$ cat src/rtl/core/sdfb_pkg.sv
// ----------------------------------------------------------------------------
// sdfb_pkg
// Shared types, codes and segment tables for the segment display frame builder.
// ----------------------------------------------------------------------------
`default_nettype none

package sdfb_pkg;

  // Input operation codes, carried on tuser
  typedef enum logic [1:0] {
    OP_NUMBER  = 2'd0,
    OP_CLOCK   = 2'd1,
    OP_CONTROL = 2'd2,
    OP_IGNORE  = 2'd3
  } op_e;

  // Configuration register indexes
  localparam logic [1:0] CFG_BRIGHTNESS = 2'd0;
  localparam logic [1:0] CFG_DISPLAY_ON = 2'd1;
  localparam logic [1:0] CFG_FILL_ZEROS = 2'd2;

  // Fixed command bytes of a frame
  localparam logic [7:0] CMD_AUTO_ADDR  = 8'h40;
  localparam logic [7:0] CMD_START_ADDR = 8'hC0;
  localparam logic [7:0] CMD_CTRL_BASE  = 8'h80;
  localparam logic [7:0] CTRL_ON_BIT    = 8'h08;

  // Special segment patterns
  localparam logic [7:0] SEG_POINT     = 8'h80;
  localparam logic [7:0] SEG_MINUS     = 8'h40;
  localparam logic [7:0] SEG_MINUS_ONE = 8'h46;
  localparam logic [7:0] SEG_BLANK     = 8'h00;

  // Reciprocal of ten for a 16-bit dividend: q = (m * RECIP_TEN) >> RECIP_SHIFT
  localparam logic [31:0] RECIP_TEN   = 32'd52429;
  localparam int unsigned RECIP_SHIFT = 19;

  // Clock drawn as hours*100 + minutes, point under the hundreds digit
  localparam logic [15:0] HOUR_SCALE = 16'd100;
  localparam logic [2:0]  CLOCK_POINT = 3'd2;

  typedef struct packed {
    logic [2:0] brightness;
    logic       display_on;
    logic       fill_zeros;
  } cfg_t;

  typedef struct packed {
    logic empty;
    logic full;
  } fifo_stat_t;

  function automatic logic [7:0] seg_code(input logic [3:0] d);
    logic [7:0] s;
    case (d)
      4'd0:    s = 8'h3f;
      4'd1:    s = 8'h06;
      4'd2:    s = 8'h5b;
      4'd3:    s = 8'h4f;
      4'd4:    s = 8'h66;
      4'd5:    s = 8'h6d;
      4'd6:    s = 8'h7d;
      4'd7:    s = 8'h07;
      4'd8:    s = 8'h7f;
      4'd9:    s = 8'h6f;
      default: s = SEG_BLANK;
    endcase
    return s;
  endfunction

  function automatic logic [7:0] ctrl_byte(input cfg_t cfg);
    return CMD_CTRL_BASE | {5'd0, cfg.brightness} | (cfg.display_on ? CTRL_ON_BIT : 8'h00);
  endfunction

endpackage

`default_nettype wire

$ cat src/rtl/core/sdfb_front.sv
// ----------------------------------------------------------------------------
// sdfb_front
// Accepts items, classifies them and converts numbers to segment bytes,
// one decimal digit per cycle, then queues the frame entry when there is room.
// ----------------------------------------------------------------------------
`default_nettype none

module sdfb_front import sdfb_pkg::*; #(
  parameter int unsigned DIGITS = 4
) (
  input  wire logic                clk_i,
  input  wire logic                rst_ni,
  input  wire cfg_t                cfg_i,
  input  wire logic                in_valid_i,
  output logic                     in_ready_o,
  input  wire logic [1:0]          in_op_i,
  input  wire logic [15:0]         in_value_i,
  input  wire logic [2:0]          in_point_pos_i,
  input  wire logic [4:0]          in_hours_i,
  input  wire logic [5:0]          in_minutes_i,
  input  wire fifo_stat_t          fifo_stat_i,
  output logic                     push_o,
  output logic [8*DIGITS:0]        push_data_o
);

  localparam int unsigned IW = (DIGITS > 1) ? $clog2(DIGITS) : 1;
  localparam logic [IW-1:0] TOP_IDX = IW'(DIGITS - 1);

  logic            busy_q, busy_d;
  logic [IW-1:0]   idx_q, idx_d;
  logic [15:0]     mag_q, mag_d;
  logic            neg_q, neg_d;
  logic [2:0]      pp_q, pp_d;
  logic [7:0]      seg_q [DIGITS];
  logic [7:0]      seg_d [DIGITS];

  logic            accept;
  logic            last_digit;
  logic [31:0]     prod;
  logic [15:0]     quot;
  logic [15:0]     tenq;
  logic [15:0]     diff;
  logic [7:0]      digit_seg;
  logic [7:0]      shifted [DIGITS];
  logic [8*DIGITS-1:0] seg_vec;

  assign in_ready_o = !busy_q && !fifo_stat_i.full;
  assign accept     = in_valid_i && in_ready_o;
  assign last_digit = (idx_q == TOP_IDX);

  // Divide the running magnitude by ten
  assign prod = 32'(mag_q) * RECIP_TEN;
  assign quot = 16'(prod[31:RECIP_SHIFT]);
  assign tenq = {quot[12:0], 3'b000} + {quot[14:0], 1'b0};
  assign diff = mag_q - tenq;

  always_comb begin
    if (!cfg_i.fill_zeros && (mag_q == 16'd0) && (3'(idx_q) > pp_q)) begin
      digit_seg = SEG_BLANK;
    end else begin
      digit_seg = seg_code(diff[3:0]);
    end
    if ((pp_q != 3'd0) && (3'(idx_q) == pp_q)) begin
      digit_seg = digit_seg | SEG_POINT;
    end
    if (last_digit && neg_q) begin
      digit_seg = (mag_q != 16'd0) ? SEG_MINUS_ONE : SEG_MINUS;
    end
  end

  // New digit enters at the most significant slot; older ones move down
  always_comb begin
    shifted[0] = digit_seg;
    for (int j = 1; j < DIGITS; j++) begin
      shifted[j] = seg_q[j-1];
    end
  end

  for (genvar g = 0; g < DIGITS; g++) begin : g_pack
    assign seg_vec[8*g +: 8] = shifted[g];
  end

  always_comb begin
    busy_d      = busy_q;
    idx_d       = idx_q;
    mag_d       = mag_q;
    neg_d       = neg_q;
    pp_d        = pp_q;
    seg_d       = seg_q;
    push_o      = 1'b0;
    push_data_o = {1'b0, seg_vec};
    if (busy_q) begin
      if (!last_digit) begin
        seg_d = shifted;
        mag_d = quot;
        idx_d = idx_q + IW'(1);
      end else if (!fifo_stat_i.full) begin
        push_o      = 1'b1;
        push_data_o = {1'b1, seg_vec};
        busy_d      = 1'b0;
      end
    end else if (accept) begin
      unique case (op_e'(in_op_i))
        OP_NUMBER: begin
          busy_d = 1'b1;
          idx_d  = '0;
          neg_d  = in_value_i[15];
          mag_d  = in_value_i[15] ? (16'd0 - in_value_i) : in_value_i;
          pp_d   = in_point_pos_i;
        end
        OP_CLOCK: begin
          busy_d = 1'b1;
          idx_d  = '0;
          neg_d  = 1'b0;
          mag_d  = 16'(16'(in_hours_i) * HOUR_SCALE) + 16'(in_minutes_i);
          pp_d   = CLOCK_POINT;
        end
        OP_CONTROL: begin
          push_o      = 1'b1;
          push_data_o = {1'b0, seg_vec};
        end
        OP_IGNORE: begin
          push_o = 1'b0;
        end
        default: begin
          push_o = 1'b0;
        end
      endcase
    end
  end

  always_ff @(posedge clk_i or negedge rst_ni) begin
    if (!rst_ni) begin
      busy_q <= 1'b0;
      idx_q  <= '0;
    end else begin
      busy_q <= busy_d;
      idx_q  <= idx_d;
    end
  end

  always_ff @(posedge clk_i) begin
    mag_q <= mag_d;
    neg_q <= neg_d;
    pp_q  <= pp_d;
    seg_q <= seg_d;
  end

endmodule

`default_nettype wire

$ cat src/rtl/core/sdfb_fifo.sv
// ----------------------------------------------------------------------------
// sdfb_fifo
// Two-entry queue of frame entries between the front and the back.
// ----------------------------------------------------------------------------
`default_nettype none

module sdfb_fifo import sdfb_pkg::*; #(
  parameter int unsigned WIDTH = 33
) (
  input  wire logic             clk_i,
  input  wire logic             rst_ni,
  input  wire logic             push_i,
  input  wire logic [WIDTH-1:0] push_data_i,
  input  wire logic             pop_i,
  output logic [WIDTH-1:0]      head_o,
  output fifo_stat_t            stat_o
);

  logic [WIDTH-1:0] mem_q [2];
  logic             wr_ptr_q, rd_ptr_q;
  logic [1:0]       count_q;

  assign head_o       = mem_q[rd_ptr_q];
  assign stat_o.empty = (count_q == 2'd0);
  assign stat_o.full  = (count_q == 2'd2);

  always_ff @(posedge clk_i or negedge rst_ni) begin
    if (!rst_ni) begin
      wr_ptr_q <= 1'b0;
      rd_ptr_q <= 1'b0;
      count_q  <= 2'd0;
    end else begin
      if (push_i) begin
        wr_ptr_q <= !wr_ptr_q;
      end
      if (pop_i) begin
        rd_ptr_q <= !rd_ptr_q;
      end
      case ({push_i, pop_i})
        2'b10:   count_q <= count_q + 2'd1;
        2'b01:   count_q <= count_q - 2'd1;
        default: count_q <= count_q;
      endcase
    end
  end

  always_ff @(posedge clk_i) begin
    if (push_i) begin
      mem_q[wr_ptr_q] <= push_data_i;
    end
  end

endmodule

`default_nettype wire

$ cat src/rtl/core/sdfb_back.sv
// ----------------------------------------------------------------------------
// sdfb_back
// Walks each queued entry byte by byte and drives the registered output.
// ----------------------------------------------------------------------------
`default_nettype none

module sdfb_back import sdfb_pkg::*; #(
  parameter int unsigned DIGITS = 4
) (
  input  wire logic              clk_i,
  input  wire logic              rst_ni,
  input  wire cfg_t              cfg_i,
  input  wire logic [8*DIGITS:0] head_i,
  input  wire fifo_stat_t        fifo_stat_i,
  output logic                   pop_o,
  output logic                   out_valid_o,
  input  wire logic              out_ready_i,
  output logic [7:0]             out_byte_o,
  output logic                   out_start_o,
  output logic                   out_stop_o,
  output logic                   out_last_o
);

  localparam int unsigned IW = (DIGITS > 1) ? $clog2(DIGITS) : 1;
  localparam int unsigned PW = $clog2(DIGITS + 3);
  localparam logic [PW-1:0] POS_CTRL     = PW'(DIGITS + 2);
  localparam logic [PW-1:0] POS_LAST_SEG = PW'(DIGITS + 1);

  logic [PW-1:0] pos_q, pos_d;
  logic          valid_q, valid_d;
  logic [7:0]    byte_q, byte_d;
  logic          start_q, start_d;
  logic          stop_q, stop_d;
  logic          last_q, last_d;

  logic          advance;
  logic          is_num;
  logic [PW-1:0] pos_m2;
  logic [IW-1:0] dig_sel;

  assign is_num  = head_i[8*DIGITS];
  assign advance = !fifo_stat_i.empty && (!valid_q || out_ready_i);
  assign pos_m2  = pos_q - PW'(2);
  assign dig_sel = pos_m2[IW-1:0];

  always_comb begin
    pos_d   = pos_q;
    byte_d  = byte_q;
    start_d = start_q;
    stop_d  = stop_q;
    last_d  = last_q;
    pop_o   = 1'b0;
    valid_d = valid_q && !out_ready_i;
    if (advance) begin
      valid_d = 1'b1;
      if (!is_num || (pos_q == POS_CTRL)) begin
        byte_d  = ctrl_byte(cfg_i);
        start_d = 1'b1;
        stop_d  = 1'b1;
        last_d  = 1'b1;
        pop_o   = 1'b1;
        pos_d   = '0;
      end else if (pos_q == PW'(0)) begin
        byte_d  = CMD_AUTO_ADDR;
        start_d = 1'b1;
        stop_d  = 1'b1;
        last_d  = 1'b0;
        pos_d   = pos_q + PW'(1);
      end else if (pos_q == PW'(1)) begin
        byte_d  = CMD_START_ADDR;
        start_d = 1'b1;
        stop_d  = 1'b0;
        last_d  = 1'b0;
        pos_d   = pos_q + PW'(1);
      end else begin
        byte_d  = head_i[8*dig_sel +: 8];
        start_d = 1'b0;
        stop_d  = (pos_q == POS_LAST_SEG);
        last_d  = 1'b0;
        pos_d   = pos_q + PW'(1);
      end
    end
  end

  always_ff @(posedge clk_i or negedge rst_ni) begin
    if (!rst_ni) begin
      pos_q   <= '0;
      valid_q <= 1'b0;
    end else begin
      pos_q   <= pos_d;
      valid_q <= valid_d;
    end
  end

  always_ff @(posedge clk_i) begin
    byte_q  <= byte_d;
    start_q <= start_d;
    stop_q  <= stop_d;
    last_q  <= last_d;
  end

  assign out_valid_o = valid_q;
  assign out_byte_o  = byte_q;
  assign out_start_o = start_q;
  assign out_stop_o  = stop_q;
  assign out_last_o  = last_q;

  a_pos_range: assert property (@(posedge clk_i) disable iff (!rst_ni)
    pos_q <= POS_CTRL)
    else $error("byte position past end of frame");

  a_pos_has_entry: assert property (@(posedge clk_i) disable iff (!rst_ni)
    pos_q != PW'(0) |-> !fifo_stat_i.empty)
    else $error("frame in progress without a queued entry");

  a_last_framed: assert property (@(posedge clk_i) disable iff (!rst_ni)
    valid_q && last_q |-> start_q && stop_q)
    else $error("final byte lacks start or stop framing");

endmodule

`default_nettype wire

$ cat src/rtl/core/segment_display_frame_builder_core.sv
// ----------------------------------------------------------------------------
// segment_display_frame_builder_core
// Builds command byte frames for a serial seven-segment driver.
// ----------------------------------------------------------------------------
// Usage:
//   s_axis carries one request per transaction: tuser selects number, clock,
//   control resend or ignore; tdata carries value, point position, hours and
//   minutes. m_axis returns the frame one byte per transaction, with start
//   and stop framing on tuser and tlast on the control byte that ends it.
//   cfg_* writes brightness, display enable and zero fill; write it only
//   while no frame is in flight. cfg_ready_o is always high.
// Throughput:
//   A number or clock request is converted in full and queued before its
//   first byte shows, and then emits DIGITS+3 bytes (7 for four digits),
//   one per cycle while the receiver is ready. The front converts one digit
//   per cycle through a single multiply-by-reciprocal unit, which keeps it
//   ahead of the byte sequencer, which sets the rate. A control resend is
//   one byte. A two-entry queue lets the next request be converted while
//   the current frame drains.
// Reset clears all control state and loads brightness 7, display on and
// zero fill off. When the receiver stalls, the output register holds its
// byte, the queue fills, and s_axis_tready_o drops.
// ----------------------------------------------------------------------------
`default_nettype none

module segment_display_frame_builder_core import sdfb_pkg::*; #(
  parameter int unsigned DIGITS = 4
) (
  input  wire logic        clk_i,
  input  wire logic        rst_ni,
  // Request stream
  input  wire logic        s_axis_tvalid_i,
  output logic             s_axis_tready_o,
  // [15:0] value, [18:16] point_pos, [23:19] hours, [29:24] minutes, [31:30] zero
  input  wire logic [31:0] s_axis_tdata_i,
  // [1:0] op
  input  wire logic [1:0]  s_axis_tuser_i,
  // Frame byte stream
  output logic             m_axis_tvalid_o,
  input  wire logic        m_axis_tready_i,
  // [7:0] wire_byte
  output logic [7:0]       m_axis_tdata_o,
  // [0] start_before, [1] stop_after
  output logic [1:0]       m_axis_tuser_o,
  output logic             m_axis_tlast_o,
  // Configuration writes
  input  wire logic        cfg_valid_i,
  output logic             cfg_ready_o,
  input  wire logic [1:0]  cfg_index_i,
  input  wire logic [7:0]  cfg_data_i
);

  localparam int unsigned EW = 8 * DIGITS + 1;

  cfg_t       cfg_q, cfg_d;
  fifo_stat_t fifo_stat;
  logic       push;
  logic [EW-1:0] push_data;
  logic       pop;
  logic [EW-1:0] head;
  logic       out_start;
  logic       out_stop;

  // Configuration registers: always ready, unknown indexes are dropped
  assign cfg_ready_o = 1'b1;

  always_comb begin
    cfg_d = cfg_q;
    if (cfg_valid_i) begin
      unique case (cfg_index_i)
        CFG_BRIGHTNESS: cfg_d.brightness = cfg_data_i[2:0];
        CFG_DISPLAY_ON: cfg_d.display_on = cfg_data_i[0];
        CFG_FILL_ZEROS: cfg_d.fill_zeros = cfg_data_i[0];
        default:        cfg_d = cfg_q;
      endcase
    end
  end

  always_ff @(posedge clk_i or negedge rst_ni) begin
    if (!rst_ni) begin
      cfg_q.brightness <= 3'd7;
      cfg_q.display_on <= 1'b1;
      cfg_q.fill_zeros <= 1'b0;
    end else begin
      cfg_q <= cfg_d;
    end
  end

  // Front: classify requests and convert to segment bytes
  sdfb_front #(
    .DIGITS (DIGITS)
  ) u_front (
    .clk_i          (clk_i),
    .rst_ni         (rst_ni),
    .cfg_i          (cfg_q),
    .in_valid_i     (s_axis_tvalid_i),
    .in_ready_o     (s_axis_tready_o),
    .in_op_i        (s_axis_tuser_i),
    .in_value_i     (s_axis_tdata_i[15:0]),
    .in_point_pos_i (s_axis_tdata_i[18:16]),
    .in_hours_i     (s_axis_tdata_i[23:19]),
    .in_minutes_i   (s_axis_tdata_i[29:24]),
    .fifo_stat_i    (fifo_stat),
    .push_o         (push),
    .push_data_o    (push_data)
  );

  // Queue of finished entries: kind bit on top, segment bytes below
  sdfb_fifo #(
    .WIDTH (EW)
  ) u_fifo (
    .clk_i       (clk_i),
    .rst_ni      (rst_ni),
    .push_i      (push),
    .push_data_i (push_data),
    .pop_i       (pop),
    .head_o      (head),
    .stat_o      (fifo_stat)
  );

  // Back: sequence the frame bytes into the output register
  sdfb_back #(
    .DIGITS (DIGITS)
  ) u_back (
    .clk_i       (clk_i),
    .rst_ni      (rst_ni),
    .cfg_i       (cfg_q),
    .head_i      (head),
    .fifo_stat_i (fifo_stat),
    .pop_o       (pop),
    .out_valid_o (m_axis_tvalid_o),
    .out_ready_i (m_axis_tready_i),
    .out_byte_o  (m_axis_tdata_o),
    .out_start_o (out_start),
    .out_stop_o  (out_stop),
    .out_last_o  (m_axis_tlast_o)
  );

  assign m_axis_tuser_o = {out_stop, out_start};

endmodule

`default_nettype wire
$ cat config.mk
export PLATFORM = sky130hd
export DESIGN_NAME = segment_display_frame_builder_core
export DESIGN_NICKNAME = d
export VERILOG_FILES = /design/src/rtl/core/sdfb_pkg.sv /design/src/rtl/core/sdfb_front.sv /design/src/rtl/core/sdfb_fifo.sv /design/src/rtl/core/sdfb_back.sv /design/src/rtl/core/segment_display_frame_builder_core.sv
export SDC_FILE = /design/constraint.sdc
export NUM_CORES = 1
export LEC_CHECK = 0
export BUFFER_PORTS_ARGS = -buffer_cell sky130_fd_sc_hd__buf_2
export CAP_MARGIN = 20
export CORE_UTILIZATION = 45
export DETAILED_ROUTE_END_ITERATION = 8
export PLACE_DENSITY_LB_ADDON = 0.08
export SYNTH_ARGS = -nofsm -noshare
export SYNTH_HDL_FRONTEND = slang
export SYNTH_SLANG_ARGS = --single-unit
$ cat constraint.sdc
create_clock -name clk_i -period 6.5 [get_ports clk_i]
set_clock_uncertainty 0.05 [all_clocks]
set_input_delay 1.3 -clock clk_i [delete_from_list [all_inputs] [get_ports clk_i]]
set_output_delay 1.3 -clock clk_i [all_outputs]
set_load 0.05 [all_outputs]
; ---- After elaboration in Yosys (flattened, before gate mapping)
; Memories as Yosys holds them, arrays and structs flattened.
; Cells that the tools add are included.
[totals]
ff_bits = 71
ramBits = 66
mem_bits_ro = 112
output_inout_bits = 14
word_cells = 132
mem_count = 2
[mem_list]
columns = name, words, word_bits, read_ports, rd_ports_with_merged_regs, wr, line_no
row1 = (no name shown), 16, 7, 1, 0, 0, sdfb_pkg.sv:55  ; case (d)
row2 = u_fifo.mem_q, 2, 33, 1, 0, 1, sdfb_fifo.sv:19  ; logic [WIDTH-1:0] mem_q [2];
[classes]
add_sub_neg = 9
mul = 2
order_cmp = 1
n_eq_ne = 13
shifts = 1
muxes = 41
bitwise = 3
reduce_logical = 40
[ops]
columns = operator, count
row1 = $mux W33, 3
row2 = $mux W16, 4
row3 = $mux W8, 6
row4 = $shiftx A33 B6 Y8, 1
row5 = $mul A16 B16 Y32 const B, 1
row6 = $pmux W16 S2, 1
row7 = $mux W1, 17
row8 = $logic_not A16 Y1, 1
row9 = $reduce_bool A16 Y1, 1
row10 = $sub A1 B16 Y16 const A, 1
row11 = $add A12 B6 Y13, 1
row12 = $eq A2 B2 Y1 const B, 5
row13 = $mul A5 B5 Y10 const B, 1
row14 = $logic_not A1 Y1, 9
row15 = $reduce_and A3 Y1, 3
row16 = $logic_and A1 B1 Y1, 8
row17 = $mux W2, 4
row18 = $or A8 B8 Y8, 1
row19 = $reduce_and A2 Y1, 4
row20 = $reduce_bool A2 Y1, 4
row21 = $eq A2 B1 Y1 const B, 3
row22 = $eq A3 B3 Y1 const B, 2
row23 = $logic_not A2 Y1, 3
row24 = $mux W3, 2
row25 = 19 further kinds, 24

; ---- Logic depth before layout (Yosys ltp)
; An unclocked memory read counts as a cell.
[depth]
ltp_word = 10
mapped_depth = 25

; ---- By module
; Synthesis repeated with hierarchy kept, for this count alone.
[unflattened]
hier_cells = 988
area_unflattened_um2 = 11584.9
[modules_own_cells]
columns = mod, instances, cells_each, area_each_um2
row1 = sdfb_front, 1, 777, 7664.9
row2 = sdfb_fifo, 1, 119, 2717.6
row3 = sdfb_back, 1, 75, 955.9
row4 = segment_display_frame_builder_core, 1, 17, 246.5

; ---- Worst setup path before layout
; OpenSTA, ideal clock, no wires.
[synth_timing]
path_kind = reg-to-reg
from = register u_front.mag_q[10]
to = memory u_fifo.mem_q[0][6], data pin
arrival_ns = 5.857
path_slack_ns = 0.326
path_stages_with_launch = 26
n_path_buf = 0
path_cell_list = edfxtp_1 > inv_1 > ha_1 > ha_1 > inv_1 > fa_1 > inv_1 > fa_1 > fa_1 > inv_1 > fa_1 > inv_1 > ha_1 > and4_1 > o211ai_1 > a21oi_2 > nor3_1 > o21bai_1 > a21oi_1 > xnor2_1 > ha_1 > xor2_1 > xnor3_2 > xnor2_4 > mux2i_1 > o21ai_1
[synth_between]
elab_chain_cells = 10
word_cells_on_any_way = 13
cone_classes = add/sub (2) / mul (1) / mux (6) / reduce/logical (3) / memory (1)
[synth_lines]
columns = element, line_no
row1 = "start, declared", sdfb_front.sv:31  ; logic [15:0] mag_q, mag_d;
row2 = "start signal, assigned", sdfb_front.sv:143  ; mag_q <= mag_d;
row3 = $mul A16 B16 Y32, sdfb_front.sv:52  ; assign prod = 32'(mag_q) * RECIP_TEN;
row4 = $add A4 B4 Y4, sdfb_front.sv:54  ; assign tenq = {quot[12:0], 3'b000} + {quot[14:0], 1'b0};
row5 = $sub A4 B4 Y4, sdfb_front.sv:55  ; assign diff = mag_q - tenq;
row6 = $mem_v2 Z16 W7, --
row7 = $mux W8 *, sdfb_front.sv:58  ; if (!cfg_i.fill_zeros && (mag_q == 16'd0) && (3'(idx_q) > pp_q)) begin
row8 = $mux W8 *, sdfb_front.sv:63  ; if ((pp_q != 3'd0) && (3'(idx_q) == pp_q)) begin
row9 = $mux W8 *, sdfb_front.sv:66  ; if (last_digit && neg_q) begin
row10 = $mux W33, sdfb_front.sv:97  ; end else if (!fifo_stat_i.full) begin
row11 = $mux W33, sdfb_front.sv:93  ; if (!last_digit) begin
row12 = $mux W33 *, sdfb_front.sv:92  ; if (busy_q) begin
row13 = net push_data[6], segment_display_frame_builder_core.sv:58  ; logic [EW-1:0] push_data;
row14 = "end, declared", sdfb_fifo.sv:19
; Mark *: on every way through the listed nets, which the timed path passes. The rest lies on a longest branch.

; ---- Final worst setup path
[layout_timing]
from = register u_front.mag_q[8]
to = register u_front.seg_q[27] in the netlist's numbering, data pin
[layout_between]
elab_chain_cells = 7
word_cells_on_any_way = 10
cone_classes = add/sub (2) / mul (1) / mux (3) / reduce/logical (3) / memory (1)
[layout_lines]
columns = element, line_no
row1 = $mul A16 B16 Y32, sdfb_front.sv:52
row2 = $add A4 B4 Y4, sdfb_front.sv:54
row3 = $sub A4 B4 Y4, sdfb_front.sv:55
row4 = $mem_v2 Z16 W7, --
row5 = $mux W8 *, sdfb_front.sv:58
row6 = $mux W8 *, sdfb_front.sv:63
row7 = $mux W8 *, sdfb_front.sv:66
row8 = "end signal, assigned", sdfb_front.sv:146  ; seg_q <= seg_d;
row9 = "end, declared", sdfb_front.sv:34  ; logic [7:0] seg_q [DIGITS];
; Every way passes the cells marked *; elsewhere a longest branch is shown, timed or not.
; A chain may end at the register's enable or synchronous reset.

==> out/metrics.cfg <==
[outcome]
status = complete, no violations

[sta]
finalCritPeriodShare_pct = 97.5
worst_pin_slew_ns = 0.933
slew-limit-headroom_pct = 37.8
final-max-slew-violation-count = 0
hold_viol_final = 0
setup_violations = 0
rsz0062_at_grt = yes
fin_crit_ns = 6.34
fmax_mhz = 158

[layout]
fillers = 2139
syn_to_final_growth_pct = 19.8
utilization_pct = 55.4
fin_nets = 1426
antennaDiodeCount = 0
drive_above_1_share_pct = 24.2

[synth]
async_flop_share_pct = 11.7
synthTopCellsByCount = 181 x inv_1, 177 x ha_1, 121 x edfxtp_1, 82 x fa_1, 49 x nand2_1
syn_avg_cell_area_um2 = 11.7
synth_area_mm2 = 0.0113
synth-main-ff-cell = edfxtp_1
synth_top_area_share_pct = 32.1
synthCells = 966
synth_enable_flop_cells = 121
synth_warnings = 0
yosysMostFrequentCell = inv_1
synth_area_leaders = edfxtp_1 32%, ha_1 20%, fa_1 15%
syn_nets = 1274
synthDistinctLibCells = 69
ys_seq_elements = 137
ys_seq_area_share_pct = 35.7
synth_top_area_cell = edfxtp_1

[floorplanning]
row_count = 57
die_w_um = 161
num_io_pins = 63
coreArea_mm2 = 0.0245
dieArea_mm2 = 0.0258
dieHeight_um = 161
floorplan.initialDensity_pct = 46.2

[critical_path]
critPathLaunchType = register
required_ns = 6.59
path_buf_inv = 4
crit_slowest_cell = fa_1
cp_cell_sequence = buf_4, ha_4, inv_1, fa_1, inv_1, fa_1, fa_1, fa_1, fa_1, ha_4, a21oi_2, o21ai_2, o21bai_2, a21oi_2, xnor2_2, ha_2, xor2_1, xnor3_2, xnor2_4, nand2b_4, buf_6, a21oi_4
path_common_cell = fa_1
rr_endpoint = u_front.seg_q[27]
arrival_ns = 6.43
regToRegSetupSlack_ns = 0.16
ff2ff_path_depth = 22
worstSetupEndpointType = register
cp_top_family = adder cells
worstReg2RegStart = u_front.mag_q[8]
crit_type = reg2reg
slowest_delay_ns = 0.59
crit_cells = 22
crit_fanout = 5

[drt]
wl_per_cell_um = 16.6
drt_pass1_iterations = 4
vias_per_cell = 5.01
drc = 0
routed-via-count = 7286
drtIter0Drc = 308
drtAntennaViolNets = 0
wl_um = 24100

[worst_hold_path]
min_path_cells = 0
hold_end = u_fifo.mem_q[1][30]
worstHoldStart = u_front.seg_q[14]
min_path_type = reg2reg

[placement]
io_buffers = 54
dpl.hpwl_um = 19300
gp_congestion = 0.860

[clocking]
cts_tree = yes
clock-root-buffer = clkbuf_16
clock_sinks = 137
ctsHoldBuffers = 0
clk_pin_slew_ns = 0.07
cts_buffers = 17
clock_latency_ns = 0.42
clockBufferDepth = 2
htree_levels = 4

[global_route]
grt_pass1_vias = 7457
track_usage_pct = 19.8
grt_max_degree = 35
grt_pass1_wl_um = 39200
antenna_found_initial = 0
gr-total-overflow = 0

[run]
max_cap_violations = 0

## routing by layer
layer	track usage (%)	wire length, um	part of all wire, %	up-vias
li1	-	-	-	3622
met1	29.4	12100	50	3519
met2	31.0	10900	45	124
met3	2.56	889	3.7	21
met4	4.03	277	1.1	0
met5	0	0	0	-
## what timing repair did
item | CTS | global route
buffers inserted | 5 | 8
pin swaps | 6 | 33
setup endpoints to repair | 21 | 22
resized for setup | 7 | 47
## cell type report
| class | count | area [um2] | share of cell area [%] |
|---|---|---|---|
| sequential | 137 | 4040 | 29.8 |
| tap | 324 | 405 | 2.99 |
| timing repair buffer | 149 | 1030 | 7.60 |
| inverter | 183 | 687 | 5.07 |
| clock inverter | 14 | 163 | 1.20 |
| multi-input combinational | 630 | 6790 | 50.1 |
| clock buffer | 18 | 429 | 3.17 |
## sequential cells by signal (all words and copies together) (netlist names)
| name | cells |
|---|---|
| u_front.idx_q | 2 |
| u_back.out_last_o | 1 |
| u_back.out_start_o | 1 |
| u_front.mag_q | 16 |
| u_fifo.wr_ptr_q | 1 |
| u_back.out_stop_o | 1 |
| cfg_q | 5 |
| u_fifo.rd_ptr_q | 1 |
| u_front.busy_q | 1 |
| u_back.pos_q | 3 |
| u_front.seg_q | 24 |
| u_back.out_byte_o | 8 |
| u_fifo.count_q | 2 |
| u_front.neg_q | 1 |
| u_back.out_valid_o | 1 |
| u_front.pp_q | 3 |
| u_fifo.mem_q | 66 |
## worst max-delay path by stage
stage | start | to | slack [ns]
after CTS | u_front.mag_q[3] | u_fifo.mem_q[0][5] | 0.007
after global routing | u_front.mag_q[2] | u_fifo.mem_q[1][3] | -0.04
after global placement | u_front.mag_q[3] | u_fifo.mem_q[0][0] | -0.16
final | u_front.mag_q[8] | u_front.seg_q[27] | 0.16
after floorplan | u_front.mag_q[10] | u_fifo.mem_q[0][6] | 0.33
after detailed placement | u_front.mag_q[3] | u_fifo.mem_q[0][0] | -0.19
## kinds of logic (layout without fill, tap and decap cells)
family                   Yosys count  after routing  synth area share, %
buffers and inverters            199            364                 6.72
multiplexers                      30             30                 4.49
other                              1              1               0.0332
AND/OR/NAND/NOR                  154            154                 6.65
AO/OA/AOI/OAI                    135            135                 8.04
XOR/XNOR                          51             51                 4.25
adder cells (fa/ha/maj)          259            259                 34.1
flip-flops                       137            137                 35.7
## per-stage QoR
step           TNS, ns  instances  worst slack, ns  hold slack, ns  instance area, um2
2_1_floorplan        0        966            0.326           0.371               11300
3_5_place_dp     -2.92       1411           -0.195           0.386               12600
6_report             0       1455            0.160           0.395               13500
4_1_cts              0       1448          0.00721           0.394               13200
5_1_grt         -0.395       1455          -0.0413           0.402               13500
3_3_place_gp     -2.07       1410           -0.163           0.373               12500
## layout by cell type, fill, tap and decap left out, types with 5 or more instances in the layout
cell type    n
o31ai_1      5
nand3_1      5
xor2_1      28
nor3_1       9
ha_1       162
nand3b_1     5
buf_4       88
nand2b_1     9
mux2_2       6
fa_1        80
mux4_2      16
nor2b_1      9
buf_2       54
xnor2_1     19
inv_2       12
o21a_1       8
a21oi_2      9
nor2_1      38
nand2_1     49
a211oi_1     5
a21oi_1     28
inv_6        6
dfrtp_1     12
buf_6        5
ha_4        14
clkbuf_16   17
nand4_1      6
a21o_1      15
inv_1      170
o21ai_0     30
edfxtp_1   121
mux2i_1      8
Power is not shown: default switching activity piles up to over one toggle a cycle in this logic, so the estimate is an artifact.
